### config.mk
export PLATFORM = sky130hd
export DESIGN_NAME = mxq_ctrl
export DESIGN_NICKNAME = d
export VERILOG_FILES = /design/src/rtl/mxq_pkg.sv /design/src/rtl/mxq_ctrl.sv
export SDC_FILE = /design/constraint.sdc
export NUM_CORES = 1
export LEC_CHECK = 0
export ABC_AREA = 1
export BUFFER_PORTS_ARGS = -buffer_cell sky130_fd_sc_hd__buf_2
export CELL_PAD_IN_SITES_DETAIL_PLACEMENT = 0
export CELL_PAD_IN_SITES_GLOBAL_PLACEMENT = 1
export CORE_MARGIN = 3
export CORE_UTILIZATION = 30
export DETAILED_ROUTE_END_ITERATION = 10
export GPL_ROUTABILITY_DRIVEN = 1
export PLACE_DENSITY = 0.7
export SYNTH_ARGS = -nofsm -noshare
export SYNTH_HDL_FRONTEND = slang
export SYNTH_SLANG_ARGS = --single-unit
### constraint.sdc
create_clock -name clk -period 1.6 [get_ports clk]
set_input_delay 0.32 -clock clk [delete_from_list [all_inputs] [get_ports clk]]
set_output_delay 0.32 -clock clk [all_outputs]
set_load 0.005 [all_outputs]
### src/rtl/mxq_pkg.sv
package mxq_pkg;

	localparam int MESH_COLS = 8;
	localparam int MESH_ROWS = 8;
	localparam int NUM_LINKS = MESH_COLS * MESH_ROWS * 4;
	localparam int LINK_W    = $clog2(NUM_LINKS);

	localparam int COORD_W = 3;
	localparam int PHASE_W = 32;
	localparam int RTT_W   = 25;
	localparam int FLITS_W = 5;
	localparam int HOPS_W  = 14;
	localparam int WAIT_W  = 36;
	localparam int CNT_W   = 32;

	// shared shift-subtract divider
	localparam int DIVR_W = 52;
	localparam int NUM_W  = 36;
	localparam int STEP_W = 6;

	localparam int RHO_STEPS   = 16;
	localparam int FRESH_STEPS = 33;

	localparam logic [15:0]       RHO_CAP   = 16'd65208;
	localparam logic [NUM_W-1:0]  DELAY_CAP = 36'd4096000000;
	localparam logic [RTT_W-1:0]  RTT_MAX   = {RTT_W{1'b1}};

	localparam logic [1:0] DIR_XP = 2'd0;
	localparam logic [1:0] DIR_XN = 2'd1;
	localparam logic [1:0] DIR_YP = 2'd2;
	localparam logic [1:0] DIR_YN = 2'd3;

	localparam logic [2:0] REG_HOP_X   = 3'd0;
	localparam logic [2:0] REG_HOP_Y   = 3'd1;
	localparam logic [2:0] REG_LINE    = 3'd2;
	localparam logic [2:0] REG_PHASE   = 3'd3;
	localparam logic [2:0] REG_SERVICE = 3'd4;

	typedef struct packed {
		logic [7:0]  hop_x;
		logic [7:0]  hop_y;
		logic [8:0]  line_size;
		logic [19:0] phase_len;
		logic [4:0]  service;
	} cfg_t;

	typedef enum logic [3:0] {
		OP_NOP,
		OP_CLEAR,
		OP_LOAD,
		OP_WIN,
		OP_READ,
		OP_FS,
		OP_RHO_START,
		OP_FRESH_START,
		OP_BLEND_START,
		OP_WRITE,
		OP_ROUTE_RD,
		OP_ROUTE_UPD,
		OP_RESULT
	} dp_op_t;

	typedef struct packed {
		logic cnt_last;
		logic refresh;
		logic div_busy;
		logic at_dest;
		logic out_full;
	} dp_status_t;

	function automatic logic [COORD_W-1:0] clamp_coord(logic [COORD_W-1:0] v, int limit);
		logic [COORD_W-1:0] r;
		r = v;
		if (int'(v) >= limit) r = COORD_W'(limit - 1);
		return r;
	endfunction

	function automatic logic [LINK_W-1:0] link_index(logic [COORD_W-1:0] x,
		logic [COORD_W-1:0] y, logic [1:0] d);
		int idx;
		idx = (int'(y) * MESH_COLS + int'(x)) * 4 + int'(d);
		return idx[LINK_W-1:0];
	endfunction

endpackage

### src/rtl/mxq_ctrl.sv
module mxq_ctrl import mxq_pkg::*; (
	input  logic       clk,
	input  logic       arst_n,
	input  logic       in_valid,
	output logic       in_ready,
	input  dp_status_t st,
	output dp_op_t     op
);

	typedef enum logic [3:0] {
		S_CLEAR,
		S_IDLE,
		S_WIN,
		S_CHECK,
		S_RD,
		S_FS,
		S_RHO_START,
		S_RHO_WAIT,
		S_FRESH_START,
		S_FRESH_WAIT,
		S_BLEND_START,
		S_BLEND_WAIT,
		S_WRITE,
		S_ROUTE_RD,
		S_ROUTE_UPD,
		S_DONE
	} state_t;

	state_t state_q, state_nx;

	always_comb begin
		state_nx = state_q;
		op       = OP_NOP;
		in_ready = 1'b0;
		case (state_q)
			S_CLEAR: begin
				op = OP_CLEAR;
				if (st.cnt_last) state_nx = S_IDLE;
			end
			S_IDLE: begin
				in_ready = 1'b1;
				if (in_valid) begin
					op       = OP_LOAD;
					state_nx = S_WIN;
				end
			end
			S_WIN: begin
				op       = OP_WIN;
				state_nx = S_CHECK;
			end
			S_CHECK: state_nx = st.refresh ? S_RD : S_ROUTE_RD;
			S_RD: begin
				op       = OP_READ;
				state_nx = S_FS;
			end
			S_FS: begin
				op       = OP_FS;
				state_nx = S_RHO_START;
			end
			S_RHO_START: begin
				op       = OP_RHO_START;
				state_nx = S_RHO_WAIT;
			end
			S_RHO_WAIT: if (!st.div_busy) state_nx = S_FRESH_START;
			S_FRESH_START: begin
				op       = OP_FRESH_START;
				state_nx = S_FRESH_WAIT;
			end
			S_FRESH_WAIT: if (!st.div_busy) state_nx = S_BLEND_START;
			S_BLEND_START: begin
				op       = OP_BLEND_START;
				state_nx = S_BLEND_WAIT;
			end
			S_BLEND_WAIT: if (!st.div_busy) state_nx = S_WRITE;
			S_WRITE: begin
				op       = OP_WRITE;
				state_nx = st.cnt_last ? S_ROUTE_RD : S_RD;
			end
			S_ROUTE_RD: begin
				if (st.at_dest) begin
					state_nx = S_DONE;
				end else begin
					op       = OP_ROUTE_RD;
					state_nx = S_ROUTE_UPD;
				end
			end
			S_ROUTE_UPD: begin
				op       = OP_ROUTE_UPD;
				state_nx = S_ROUTE_RD;
			end
			S_DONE: begin
				// hold until the output register is free
				if (!st.out_full) begin
					op       = OP_RESULT;
					state_nx = S_IDLE;
				end
			end
			default: state_nx = S_IDLE;
		endcase
	end

	always_ff @(posedge clk or negedge arst_n) begin
		if (!arst_n) begin
			state_q <= S_CLEAR;
		end else begin
			state_q <= state_nx;
		end
	end

endmodule

==> impl_summary.txt <==
----------------------------------------------------
[STA]
  Count of pins over their slew limit ... 0
  Endpoints failing hold ... 0
  Worst hold slack after final layout ... 408.2 ps
  Finish-stage setup viols ... 4
  Total negative slack for setup checks ... -327.7 ps
  Slew Limit Headroom ... 84.37%
  Setup WS post-layout ... -118.8 ps
  Final setup skew ... 7.599 ps
  Tcrit/Tclk final ... 107.4%
  Highest achievable clock rate ... 581.8 MHz
  Final critical path time including I/O delays and setup ... 1719 ps
  Worst Max-Slew Pin Slew ... 234.2 ps
  RSZ-0062 raised after global routing ... yes

[Yosys]
  Biggest area contributors in the synthesized netlist ... sky130_fd_sc_hd__nand2_1 28%, sky130_fd_sc_hd__dfrtp_1 21%, sky130_fd_sc_hd__nor2_1 7.8%
  Synthesized flop and latch total ... 4
  Fraction of the mapped netlist area in compound gates ... 15.06%
  Dominant combinational cell family by area after synthesis ... simple AND/OR/NAND/NOR gates
  Average instance area after synthesis ... 5.537 sq um
  Post-synthesis cell type with the largest combined area ... sky130_fd_sc_hd__nand2_1
  Netlist Area Pre-Place ... 481.7 sq um
  Adder-cell share of the synthesized area ... 0%
  Xor and xnor area share after synthesis ... 0%
  Synth Area in Simple Gates ... 56.36%
  Multiplexer area fraction after synthesis ... 0%
  Sequential-to-total area share from yosys stat ... 20.78%
  Post-synthesis cell type count ... 18
  Net count after synthesis ... 95
  Number of instances in the synthesized netlist ... 87
  Number of warning messages in the yosys log ... 0
  Synth top area share ... 28.05%

[Clock tree]
  CTS buffer count ... 3
  CTS HTree Levels ... 1
  TritonCTS clock tree ... built
  Clock Sinks ... 4
  Buffer type at the clock tree root ... sky130_fd_sc_hd__clkbuf_4
  CTS max path bufs ... 2
  Worst-Skew Late Latency ... 240 ps
  Clock transition at the registers of the reported paths ... 40 ps

[Die]
  X dimension of the die ... 46.07 um
  Placeable core region ... 0.001399 sq mm
  Number of I/O pins ... 13
  Floorplan die height ... 46.07 um
  Core Rows ... 13
  Die outline area ... 0.002122 sq mm
  Initial Util ... 34.44%

[GRT]
  M1 GR Usage ... 22.54%
  Top Usage Layer GRT ... met2
  Wire length of the first global-routing pass ... 2.622 mm
  Pin count of the biggest net entering global routing ... 7
  Global-route usage over all layers ... 16.95%
  Met2 track demand over resource ... 25.00%
  Vias in the first global route ... 619
  Remaining global-route overflow ... 0
  M3 GR Usage ... 6.641%
  Number of antenna violations at the first check in global routing ... 0

[Worst setup path]
  Arr. time, crit path ... 1400 ps
  Data required time at the worst endpoint ... 1280 ps
  Maximum fanout along the worst path ... 6
  Setup crit start ... state_q[3]
  Kind of end point of the critical path ... output port
  Worst-case register-to-register setup slack ... 240 ps
  Launching element type of the critical path ... flip-flop
  Category of the most critical setup path ... reg -> out
  R2R Path Start ... state_q[0]

[Outcome]
  Violated checks ... setup timing
  Outcome ... finished with violations

[Cells and area]
  Total number of nets in the final design ... 126
  Filler-free cell count of the finished design ... 131
  Largest register by flop count ... state_q
  Fillers ... 137
  Biggest registers after layout ... state_q: 4 flops
  Synthesis-to-layout area growth ... 55.58%
  Design area ... 749.5 sq um
  Largest register FFs ... 4
  Antenna diode count ... 0
  Commonest cells after routing, fill and taps aside ... 29 x sky130_fd_sc_hd__nand2_1, 13 x sky130_fd_sc_hd__buf_4, 12 x sky130_fd_sc_hd__buf_2
  Most frequent standard cell in the layout excluding fill and tap cells ... sky130_fd_sc_hd__nand2_1
  Ratio of cells with drive above 1 in the final layout ... 48.28%

[Routing]
  First-pass iteration count of the detailed router ... 4
  Detailed-route via count ... 691
  Count of routing violations after the opening detailed-route iteration ... 20
  DRC viols ... 0
  Number of antenna-violating nets in the routed design ... 0
  Total Wirelength ... 1.572 mm
  Post-DR vias/cell ... 5.275
  Per-cell routed wire length ... 12.00 um

[Pwr]
  Static Leakage ... 0.4232 nW
  Power density over cell area ... 2066 mW/mm^2
  Maximum resistive drop on vdd ... 866.6 uV

[Placed design]
  Post-Place Cell Area ... 583.1 sq um
  Final GP Congestion ... 0.8348
  Dpl ws ... 55.09 ps
  Number of placed instances with taps included ... 117
  Number of buffers inserted by port buffering ... 12
  Detailed-placement wirelength estimate ... 1.118 mm

[Job]
  Max_cap viols ... 0

[Min path]
  Hold WC Path Type ... in -> async

----------------------------------------------------
## final cells by class
| class | instances | area [sq um] | area share [%] |
|---|---|---|---|
| Sequential cell | 4 | 105.1 | 14.02 |
| Multi-Input combinational cell | 73 | 395.4 | 52.75 |
| Tap cell | 15 | 18.77 | 2.504 |
| Inverter | 10 | 40.04 | 5.342 |
| Timing Repair Buffer | 26 | 167.7 | 22.37 |
| Clock buffer | 3 | 22.52 | 3.005 |
## final timing paths
kind                               to  cells after the start
setup / recovery                op[3]                      7
hold / removal             state_q[0]                      2
setup reg to reg           state_q[3]                      8
hold reg to reg            state_q[2]                      2
max in group asynchronous  state_q[2]                      2
min in group clk           state_q[3]                      5
## through the flow
stage                     total power [mW]  utilization [%]
final                                1.549            53.58
after global routing                 1.714            53.58
after CTS                            1.472            50.98
after detailed placement             1.129            41.68
after global placement               1.150            41.68
after floorplan                     0.8328                -
## kinds of logic (layout without fill, tap and decap cells)
logic type             count (synthesis)  after routing
flip-flops                             4              4
buffers and inverters                 10             39
AO/OA/AOI/OAI                         12             12
AND/OR/NAND/NOR                       61             61
## critical path: stages, from the launching register on
cell,delay (ps)
sky130_fd_sc_hd__dfrtp_2,460
sky130_fd_sc_hd__nand2_4,90
sky130_fd_sc_hd__inv_4,50
sky130_fd_sc_hd__nand2_1,120
sky130_fd_sc_hd__nand2_2,80
sky130_fd_sc_hd__nand2_1,110
sky130_fd_sc_hd__o2111ai_2,110
sky130_fd_sc_hd__buf_2,140
## synth_stat cells
cell and n:
sky130_fd_sc_hd__nand2_1 36, sky130_fd_sc_hd__nor2_1 10, sky130_fd_sc_hd__nand3_1 7, sky130_fd_sc_hd__inv_1 6, sky130_fd_sc_hd__o21ai_1 5, sky130_fd_sc_hd__dfrtp_1 4, sky130_fd_sc_hd__inv_2 4, sky130_fd_sc_hd__nor2_4 2
sky130_fd_sc_hd__o2111ai_1 2, sky130_fd_sc_hd__o211ai_1 2, sky130_fd_sc_hd__o21ai_0 2, sky130_fd_sc_hd__a21oi_1 1, sky130_fd_sc_hd__nand2_2 1, sky130_fd_sc_hd__nand3_2 1, sky130_fd_sc_hd__nand3b_1 1, sky130_fd_sc_hd__nor2_2 1
sky130_fd_sc_hd__nor3_1 1, sky130_fd_sc_hd__or2_1 1
## per-layer routing
layer / wire, um / up-vias
met5: 0 / -
met1: 697 / 322
met3: 75 / 6
met4: 51 / 0
li1: - / 342
met2: 747 / 21
## timing repair
action                                  4_1_cts  5_1_grt
endpoints found under the setup margin        4        4
gates resized for setup                      19        5
pin swaps                                     3        2
hold buffers                                  1        0
hold endpoints to repair                      4        0
gates cloned                                  0        0
buffers inserted                              8        2
## power breakdown
part / leakage [nW] / switching [mW] / internal (mW)
logic: 0.365 / 0.644 / 0.499
clock network: 0.0138 / 0.0502 / 0.0845
registers: 0.0448 / 0.105 / 0.166
Note: power is estimated with default switching activity, not from simulation.
